--- src/hdl/m4i_pkg.sv ---
// m4i_pkg: shared types and constant tables for the 4x4 matrix inverse.
// Holds the 2x2 minor and adjugate term tables and the divider control type.
// No dependencies.
`default_nettype none

package m4i_pkg;

    localparam int CHUNK_W = 32;

    typedef struct packed {
        logic start;
        logic neg;
    } div_ctl_t;

    // Minor m: index 0..5 are rows 0/1 minors, 6..11 are rows 2/3 minors.
    // Returns {elem_a, elem_b} of product p; minor = prod(p=0) - prod(p=1).
    function automatic logic [7:0] minor_pair(input logic [3:0] m, input logic p);
        logic [7:0] r;
        r = 8'd0;
        case ({m, p})
            5'd0:  r = {4'd0, 4'd5};
            5'd1:  r = {4'd4, 4'd1};
            5'd2:  r = {4'd0, 4'd6};
            5'd3:  r = {4'd4, 4'd2};
            5'd4:  r = {4'd0, 4'd7};
            5'd5:  r = {4'd4, 4'd3};
            5'd6:  r = {4'd1, 4'd6};
            5'd7:  r = {4'd5, 4'd2};
            5'd8:  r = {4'd1, 4'd7};
            5'd9:  r = {4'd5, 4'd3};
            5'd10: r = {4'd2, 4'd7};
            5'd11: r = {4'd6, 4'd3};
            5'd12: r = {4'd8, 4'd13};
            5'd13: r = {4'd12, 4'd9};
            5'd14: r = {4'd8, 4'd14};
            5'd15: r = {4'd12, 4'd10};
            5'd16: r = {4'd8, 4'd15};
            5'd17: r = {4'd12, 4'd11};
            5'd18: r = {4'd9, 4'd14};
            5'd19: r = {4'd13, 4'd10};
            5'd20: r = {4'd9, 4'd15};
            5'd21: r = {4'd13, 4'd11};
            5'd22: r = {4'd10, 4'd15};
            5'd23: r = {4'd14, 4'd11};
            default: r = 8'd0;
        endcase
        return r;
    endfunction

    // Adjugate entry e, term t: {elem, minor, negate}.
    function automatic logic [8:0] adj_term(input logic [3:0] e, input logic [1:0] t);
        logic [8:0] r;
        r = 9'd0;
        case ({e, t})
            6'd0:  r = {4'd5, 4'd11, 1'b0};
            6'd1:  r = {4'd6, 4'd10, 1'b1};
            6'd2:  r = {4'd7, 4'd9, 1'b0};
            6'd4:  r = {4'd1, 4'd11, 1'b1};
            6'd5:  r = {4'd2, 4'd10, 1'b0};
            6'd6:  r = {4'd3, 4'd9, 1'b1};
            6'd8:  r = {4'd13, 4'd5, 1'b0};
            6'd9:  r = {4'd14, 4'd4, 1'b1};
            6'd10: r = {4'd15, 4'd3, 1'b0};
            6'd12: r = {4'd9, 4'd5, 1'b1};
            6'd13: r = {4'd10, 4'd4, 1'b0};
            6'd14: r = {4'd11, 4'd3, 1'b1};
            6'd16: r = {4'd4, 4'd11, 1'b1};
            6'd17: r = {4'd6, 4'd8, 1'b0};
            6'd18: r = {4'd7, 4'd7, 1'b1};
            6'd20: r = {4'd0, 4'd11, 1'b0};
            6'd21: r = {4'd2, 4'd8, 1'b1};
            6'd22: r = {4'd3, 4'd7, 1'b0};
            6'd24: r = {4'd12, 4'd5, 1'b1};
            6'd25: r = {4'd14, 4'd2, 1'b0};
            6'd26: r = {4'd15, 4'd1, 1'b1};
            6'd28: r = {4'd8, 4'd5, 1'b0};
            6'd29: r = {4'd10, 4'd2, 1'b1};
            6'd30: r = {4'd11, 4'd1, 1'b0};
            6'd32: r = {4'd4, 4'd10, 1'b0};
            6'd33: r = {4'd5, 4'd8, 1'b1};
            6'd34: r = {4'd7, 4'd6, 1'b0};
            6'd36: r = {4'd0, 4'd10, 1'b1};
            6'd37: r = {4'd1, 4'd8, 1'b0};
            6'd38: r = {4'd3, 4'd6, 1'b1};
            6'd40: r = {4'd12, 4'd4, 1'b0};
            6'd41: r = {4'd13, 4'd2, 1'b1};
            6'd42: r = {4'd15, 4'd0, 1'b0};
            6'd44: r = {4'd8, 4'd4, 1'b1};
            6'd45: r = {4'd9, 4'd2, 1'b0};
            6'd46: r = {4'd11, 4'd0, 1'b1};
            6'd48: r = {4'd4, 4'd9, 1'b1};
            6'd49: r = {4'd5, 4'd7, 1'b0};
            6'd50: r = {4'd6, 4'd6, 1'b1};
            6'd52: r = {4'd0, 4'd9, 1'b0};
            6'd53: r = {4'd1, 4'd7, 1'b1};
            6'd54: r = {4'd2, 4'd6, 1'b0};
            6'd56: r = {4'd12, 4'd3, 1'b1};
            6'd57: r = {4'd13, 4'd1, 1'b0};
            6'd58: r = {4'd14, 4'd0, 1'b1};
            6'd60: r = {4'd8, 4'd3, 1'b0};
            6'd61: r = {4'd9, 4'd1, 1'b1};
            6'd62: r = {4'd10, 4'd0, 1'b0};
            default: r = 9'd0;
        endcase
        return r;
    endfunction

endpackage

`default_nettype wire

--- src/hdl/m4i_div.sv ---
// m4i_div: restoring divider, |num| * 2^(2*F) / den, one quotient bit a cycle,
// signed and saturated to W bits.
// Depends on m4i_pkg (div_ctl_t).
`default_nettype none

module m4i_div #(
    parameter int W     = 32,
    parameter int F     = 16,
    parameter int NUM_W = 128,
    parameter int DEN_W = 134
) (
    input  wire logic                     clk,
    input  wire logic                     rst_n,
    input  wire m4i_pkg::div_ctl_t        ctl,
    input  wire logic signed [NUM_W-1:0]  num,
    input  wire logic [DEN_W-1:0]         den,
    output logic                          done,
    output logic [W-1:0]                  quo
);

    localparam int NF_W  = NUM_W + 2 * F;
    localparam int HI_W  = NF_W - W - 1;
    localparam int CMP_W = (HI_W > DEN_W) ? HI_W : DEN_W;
    localparam int CNT_W = $clog2(W + 1);

    localparam logic [1:0] D_IDLE = 2'd0;
    localparam logic [1:0] D_CMP  = 2'd1;
    localparam logic [1:0] D_ITER = 2'd2;
    localparam logic [1:0] D_FIN  = 2'd3;

    logic [1:0]       st_reg, st_next;
    logic [NUM_W-1:0] n_reg, n_next;
    logic             neg_reg, neg_next;
    logic             sat_reg, sat_next;
    logic [DEN_W-1:0] rem_reg, rem_next;
    logic [W:0]       nlow_reg, nlow_next;
    logic [W:0]       q_reg, q_next;
    logic [CNT_W-1:0] cnt_reg, cnt_next;
    logic             done_reg, done_next;
    logic [W-1:0]     quo_reg, quo_next;

    logic [NF_W-1:0]  nfull;
    logic [HI_W-1:0]  hi;
    logic [DEN_W:0]   trial;
    logic [DEN_W:0]   diff;
    logic             ge;
    logic [W:0]       lim;

    assign nfull = {n_reg, {(2 * F){1'b0}}};
    assign hi    = nfull[NF_W-1:W+1];
    assign trial = {rem_reg, nlow_reg[W]};
    assign diff  = trial - {1'b0, den};
    assign ge    = (trial >= {1'b0, den});
    assign lim   = (W + 1)'(1) << (W - 1);

    always_comb
    begin
        st_next   = st_reg;
        n_next    = n_reg;
        neg_next  = neg_reg;
        sat_next  = sat_reg;
        rem_next  = rem_reg;
        nlow_next = nlow_reg;
        q_next    = q_reg;
        cnt_next  = cnt_reg;
        done_next = 1'b0;
        quo_next  = quo_reg;
        case (st_reg)
            D_IDLE:
            begin
                if (ctl.start)
                begin
                    n_next   = num[NUM_W-1] ? NUM_W'(-num) : NUM_W'(num);
                    neg_next = ctl.neg;
                    st_next  = D_CMP;
                end
            end
            D_CMP:
            begin
                // quotient would need more than W+1 bits
                sat_next  = (CMP_W'(hi) >= CMP_W'(den));
                rem_next  = DEN_W'(hi);
                nlow_next = nfull[W:0];
                q_next    = '0;
                cnt_next  = '0;
                st_next   = D_ITER;
            end
            D_ITER:
            begin
                rem_next  = ge ? diff[DEN_W-1:0] : trial[DEN_W-1:0];
                q_next    = {q_reg[W-1:0], ge};
                nlow_next = {nlow_reg[W-1:0], 1'b0};
                cnt_next  = cnt_reg + 1'b1;
                if (cnt_reg == CNT_W'(W))
                    st_next = D_FIN;
            end
            D_FIN:
            begin
                if (neg_reg)
                begin
                    if (sat_reg || (q_reg > lim))
                        quo_next = lim[W-1:0];
                    else
                        quo_next = W'(-q_reg);
                end
                else
                begin
                    if (sat_reg || (q_reg > (lim - 1'b1)))
                        quo_next = {1'b0, {(W - 1){1'b1}}};
                    else
                        quo_next = q_reg[W-1:0];
                end
                done_next = 1'b1;
                st_next   = D_IDLE;
            end
            default:
            begin
                st_next = D_IDLE;
            end
        endcase
    end

    always_ff @(posedge clk or negedge rst_n)
    begin
        if (!rst_n)
        begin
            st_reg   <= D_IDLE;
            cnt_reg  <= '0;
            done_reg <= 1'b0;
        end
        else
        begin
            st_reg   <= st_next;
            cnt_reg  <= cnt_next;
            done_reg <= done_next;
        end
    end

    always_ff @(posedge clk)
    begin
        n_reg    <= n_next;
        neg_reg  <= neg_next;
        sat_reg  <= sat_next;
        rem_reg  <= rem_next;
        nlow_reg <= nlow_next;
        q_reg    <= q_next;
        quo_reg  <= quo_next;
    end

    assign done = done_reg;
    assign quo  = quo_reg;

endmodule

`default_nettype wire

--- config.mk ---
export PLATFORM = sky130hd
export DESIGN_NAME = m4i_div
export DESIGN_NICKNAME = d
export VERILOG_FILES = /design/src/hdl/m4i_pkg.sv /design/src/hdl/m4i_div.sv
export SDC_FILE = /design/constraint.sdc
export NUM_CORES = 1
export LEC_CHECK = 0
export BUFFER_PORTS_ARGS = -buffer_cell sky130_fd_sc_hd__clkbuf_2
export CAP_MARGIN = 40
export CELL_PAD_IN_SITES_DETAIL_PLACEMENT = 0
export CELL_PAD_IN_SITES_GLOBAL_PLACEMENT = 1
export CORE_MARGIN = 1
export CORE_UTILIZATION = 45
export DETAILED_ROUTE_END_ITERATION = 6
export PLACE_DENSITY = 0.86
export SYNTH_ARGS = -nofsm -noshare
export SYNTH_HDL_FRONTEND = slang
export SYNTH_SLANG_ARGS = --single-unit
--- constraint.sdc ---
create_clock -name clk -period 15.5 [get_ports clk]
set_input_delay 1.55 -clock clk [delete_from_list [all_inputs] [get_ports clk]]
set_output_delay 1.55 -clock clk [all_outputs]
set_load 0.05 [all_outputs]
After elaboration in Yosys (flattened, before gate mapping) --
Index checks and enable logic that the tools add are counted. W data, S select, Z words.
Operators by class: $add $sub $neg 4, magnitude comparators 4, equal/unequal tests 6, mux-type cells 13, reduce and logical (&&, ||, !) cells 6
Operator list (number):
- $pmux W134 S2 | 1
- $ge A135 B134 Y1 | 1
- $ge A127 B134 Y1 | 1
- $mux W134 | 1
- $sub A134 B134 Y134 | 1
- $pmux W33 S2 | 2
- $neg A128 Y128 | 1
- $mux W127 | 1
- $mux W32 | 3
- $gt A33 B31 Y1 const B | 1
- $gt A33 B32 Y1 const B | 1
- $neg A32 Y32 | 1
- $pmux W6 S2 | 1
- $pmux W2 S4 | 1
- $add A6 B1 Y6 const B | 1
- $eq A6 B6 Y1 const B | 1
- $eq A2 B2 Y1 const B | 2
- $mux W2 | 2
- $ne A2 B2 Y1 const B | 2
- $reduce_and A2 Y1 | 2
- $eq A2 B1 Y1 const B | 1
- $logic_not A2 Y1 | 1
- $logic_or A1 B1 Y1 | 2
- $reduce_bool A2 Y1 | 1
- $mux W1 | 1
Word-level totals: register bits after elaboration 371, output and inout port bits 33, logic and storage cells 44

Logic depth before layout (Yosys ltp) --
depth after elaboration 4, depth in mapped cells 20, depth with buffers taken out 18

Worst setup path before layout --
OpenSTA, ideal clock, no wires.
path kind input port to flip-flop, start point input port num[41], end point register n_reg[121] (data pin), arrival 5497 ps, data required time 15240 ps, path slack 9743 ps, stages 15, cell sequence or4_4 or4_4 nor3_4 and4bb_4 nand4_4 nor2_1 nand2_1 or2_4 or3_4 or3_1 or3_1 or3_4 nand2b_4 o31ai_2 xnor2_1
On the way: longest elaborated chain between the ends 2
Ends and longest elaborated chain:
- from (decl) | RTL line m4i_div.sv:15 | input wire logic signed [NUM_W-1:0] num,
- $neg A128 Y128 | RTL line m4i_div.sv:73 | n_next = num[NUM_W-1] ? NUM_W'(-num) : NUM_W'(num);
- $mux W127 | RTL line m4i_div.sv:73
- to (signal assigned) | RTL line m4i_div.sv:141 | n_reg <= n_next;
- to (decl) | RTL line m4i_div.sv:32 | logic [NUM_W-1:0] n_reg, n_next;
Every way passes these cells. A chain may end at the register's enable or synchronous reset.

Worst setup path in the final report --
start point input port den[4], end point register rem_reg[109] (data pin)
On the way: longest elaborated chain between the ends 3
Ends and longest elaborated chain:
- from (decl) | RTL line m4i_div.sv:16 | input wire logic [DEN_W-1:0] den,
- $sub A134 B134 Y134 / $ge A135 B134 Y1 (equally long branches) | RTL line m4i_div.sv:52, m4i_div.sv:53
- $mux W134 * | RTL line m4i_div.sv:90 | rem_next = ge ? diff[DEN_W-1:0] : trial[DEN_W-1:0];
- $pmux W134 S2 * | RTL line m4i_div.sv:68 | case (st_reg)
- via rem_next[109] | RTL line m4i_div.sv:35 | logic [DEN_W-1:0] rem_reg, rem_next;
- to (signal assigned) | RTL line m4i_div.sv:144 | rem_reg <= rem_next;
- to (decl) | RTL line m4i_div.sv:35
The timed path passes the listed nets; every way through them passes the cells marked *.

==> metrics.csv <==
stage;metric;value;unit
finish;area delta synth->final;12.8;%
finish;fraction of layout cells with a size suffix above 1;12.2;%
finish;max FFs per register;134;
clock_tree;clk buf depth;3;
synth;Post-synth ARST share;2.65;%
synth;mapped cell area;0.0288;mm²
clock_tree;# clock sinks;339;
global_route;met2 usage;40.6;%
clock_tree;Clock Latency Late Sink;0.59;ns
worst_setup_path;critical path data required time;15.83;ns
worst_setup_path;slowest stage delay, CP;0.67;ns
hold_path;Hold Path Class;register to register;
synth;post-synth top area share;34.4;%
power;Peak VDD IR;0.147;mV
sta;Setup TNS Final;0;ns
global_route;Congestion Overflow GR;0;
job;# Max-Cap Violations;0;
drt;Vias/cell;5.77;
worst_setup_path;CP Capture Type;register;
sta;maximum clock frequency;152;MHz
synth;Seq cells post-synth;339;
clock_tree;cts bufs inserted;42;
drt;Vias;25700;
global_route;met1 Track Usage GR;35.2;%
drt;Residual DRC;0;
worst_setup_path;CP Launch Type;input pin;
floorplan;floorplan row count;92;
sta;Slew Limit Fails;0;
worst_setup_path;worst path bufs/invs;4;
clock_tree;Hold Buf Count CTS;0;
finish;Final Net Count;4106;
worst_setup_path;Top delay family on crit path;compound AO/OA/AOI/OAI gates;
synth;Synth cell types;70;
worst_setup_path;WP data arrival;6.92;ns
sta;Slew @ Worst Pin;1.02;ns
synth;Ys Warns;0;
clock_tree;CTS root buffer;clkbuf_16;
clock_tree;CTS tree;built;
synth;post-synth top area cell;edfxtp_1;
sta;Final min period;6.59;ns
synth;post-synthesis cell count;3357;
finish;number of fill cells in the layout;6106;
global_route;total track usage;25.6;%
drt;final wirelength;85000;µm
global_route;first-pass GRT wire length;131000;µm
synth;synthesized net count;3895;
power;overall power;6.72;mW
global_route;pin count of the biggest net entering global routing;219;
floorplan;# IOs;299;
place;port bufs;298;
worst_setup_path;critical path type;input pin to register;
sta;Final Hold Vio Count;0;
power;PwrDens;207;mW/mm²
worst_setup_path;critical path fanouts, max;71;
sta;Final Skew;0.0195;ns
worst_setup_path;Critical Path, Cell by Cell;clkbuf_2, inv_1, ha_1, a21oi_1, nand2_1, a41o_1, a31o_2, a21o_1, a41oi_1, o21ai_0, a31oi_1, o32a_1, a31oi_1, a41oi_4, buf_4, buf_4, nor4bb_1, or3_1;
global_route;vias in the first global route;24000;
floorplan;die height;255;µm
floorplan;Starting Density;45.6;%
sta;# setup viols final;0;
place;gp weighted congestion;0.981;
drt;WL per Instance;19.1;µm
power;Leak;13.5;nW
floorplan;die width;255;µm
sta;RSZ-0062 raised after global routing;false;
clock_tree;post-CTS setup buffers;0;
sta;Period Utilization, post-route;42.5;%
worst_setup_path;slowest CP cell;buf_4;
global_route;busiest grt layer;met2;
sta;Slew HR;31.1;%
synth;Most used DFF post-synth;edfxtp_1;
drt;drt first pass iters;5;
synth;Syn Area/Cell;8.57;µm²
drt;Post-DRT Antenna Nets;0;
synth;sequential share of the synthesized area;35.2;%
drt;initial DRC count;1808;
global_route;met3 Use GR;4.59;%
clock_tree;Clock transition at path regs;0.06;ns
place;Detail Placement HPWL;68300;µm
status;status;finished clean;
clock_tree;CTS resizes;0;
floorplan;DIE AREA;0.0650;mm²
synth;Post-synth EDFFs;330;
floorplan;core box area;0.0631;mm²
clock_tree;htree depth;2;
global_route;initial antenna violation count;8;
synth;synth top area cells;edfxtp_1 34%, ha_1 12%, a21oi_1 7.8%;
## cells by family after synthesis
group / Yosys count / synth area share (%)
AOI/OAI and AO/OA: 1038 / 21.9
xor gates and xnor gates: 257 / 7.82
DFF: 339 / 35.2
muxes: 19 / 0.687
buffers and inverters: 382 / 4.98
and+or+nand+nor: 1050 / 17.6
adders and majority gates: 272 / 11.9
## final timing paths
path,cells after the start,endpoint,startpoint,slack (ns)
min,1,nlow_reg[32],n_reg[0],0.53
min in group asynchronous,1,done,rst_n,0.82
min reg2reg,1,nlow_reg[32],n_reg[0],0.53
max,18,rem_reg[109],den[4],8.91
max in group asynchronous,1,cnt_reg[0],rst_n,14.46
max reg2reg,16,rem_reg[109],rem_reg[23],9.61
## power by group
group / total [mW] / leakage, nW / switching (mW) / internal (mW)
combinational: 3.86 / 9.57 / 2.48 / 1.38
clock: 1.03 / 0.687 / 0.415 / 0.619
sequential: 1.83 / 3.27 / 0.233 / 1.59
## Yosys cell counts (25+ instances only)
cell	instances
nor4_1	25
clkbuf_1	143
a21oi_1	450
nand3_1	44
ha_1	271
o21bai_1	39
nor2_1	353
o21ai_0	210
nand4_1	107
xnor2_1	201
o31ai_1	45
nor2b_1	29
xor2_1	56
inv_1	226
a21o_1	105
nor3_1	51
edfxtp_1	330
o311ai_0	27
nand2b_1	32
nand2_1	251
or3_1	56
and2_1	42
## cell type report
class / count / area, µm² / area share (%)
Multi-Input combinational cell: 2636 / 17300 / 53.1
Sequential cell: 339 / 10100 / 31.2
Timing Repair Buffer: 323 / 1760 / 5.40
Clock buffer: 48 / 1080 / 3.34
Tap cell: 846 / 1060 / 3.26
Inverter: 226 / 848 / 2.61
Clock inverter: 26 / 333 / 1.02
Antenna cell: 2 / 5.00 / 0.0154
## per-layer routing
metal | vias up | share of wire [%]
met5 | - | 0.091
met4 | 14 | 3.3
met3 | 148 | 6.8
met2 | 819 | 45
met1 | 12000 | 45
li1 | 12700 | -
## through the flow
step	worst slack (ns)	hold WS, ns	cells	util [%]	area, µm²
3_5_place_dp	8.33	0.524	4369	49.2	31100
2_1_floorplan	9.74	0.509	3357	-	28800
5_1_grt	8.61	0.550	4445	51.5	32500
3_3_place_gp	8.51	0.515	4361	49.0	30900
4_1_cts	8.95	0.537	4443	51.5	32500
6_report	8.91	0.533	4446	51.5	32500
## worst register-to-register path: cells and delay by family, from the launching register on
kind	cells	cell delay, ns
AO/OA/AOI/OAI	11	3.03
adder cells (fa/ha/maj)	1	0.39
buffers and inverters	2	1.27
flip-flops	1	0.41
AND/OR/NAND/NOR	2	0.52
## cells in the final DEF, fill, tap and decap left out, types with 42 or more instances in the layout
master,count
xnor2_1,201
nor2_1,353
inv_1,226
nand2_1,251
nor3_1,51
edfxtp_1,330
xor2_1,56
o21ai_0,210
a21oi_1,450
ha_1,269
nand4_1,107
nand3_1,44
o31ai_1,45
clkbuf_2,298
a21o_1,105
or3_1,56
clkbuf_16,42
Power figures use the tool's default switching activity.
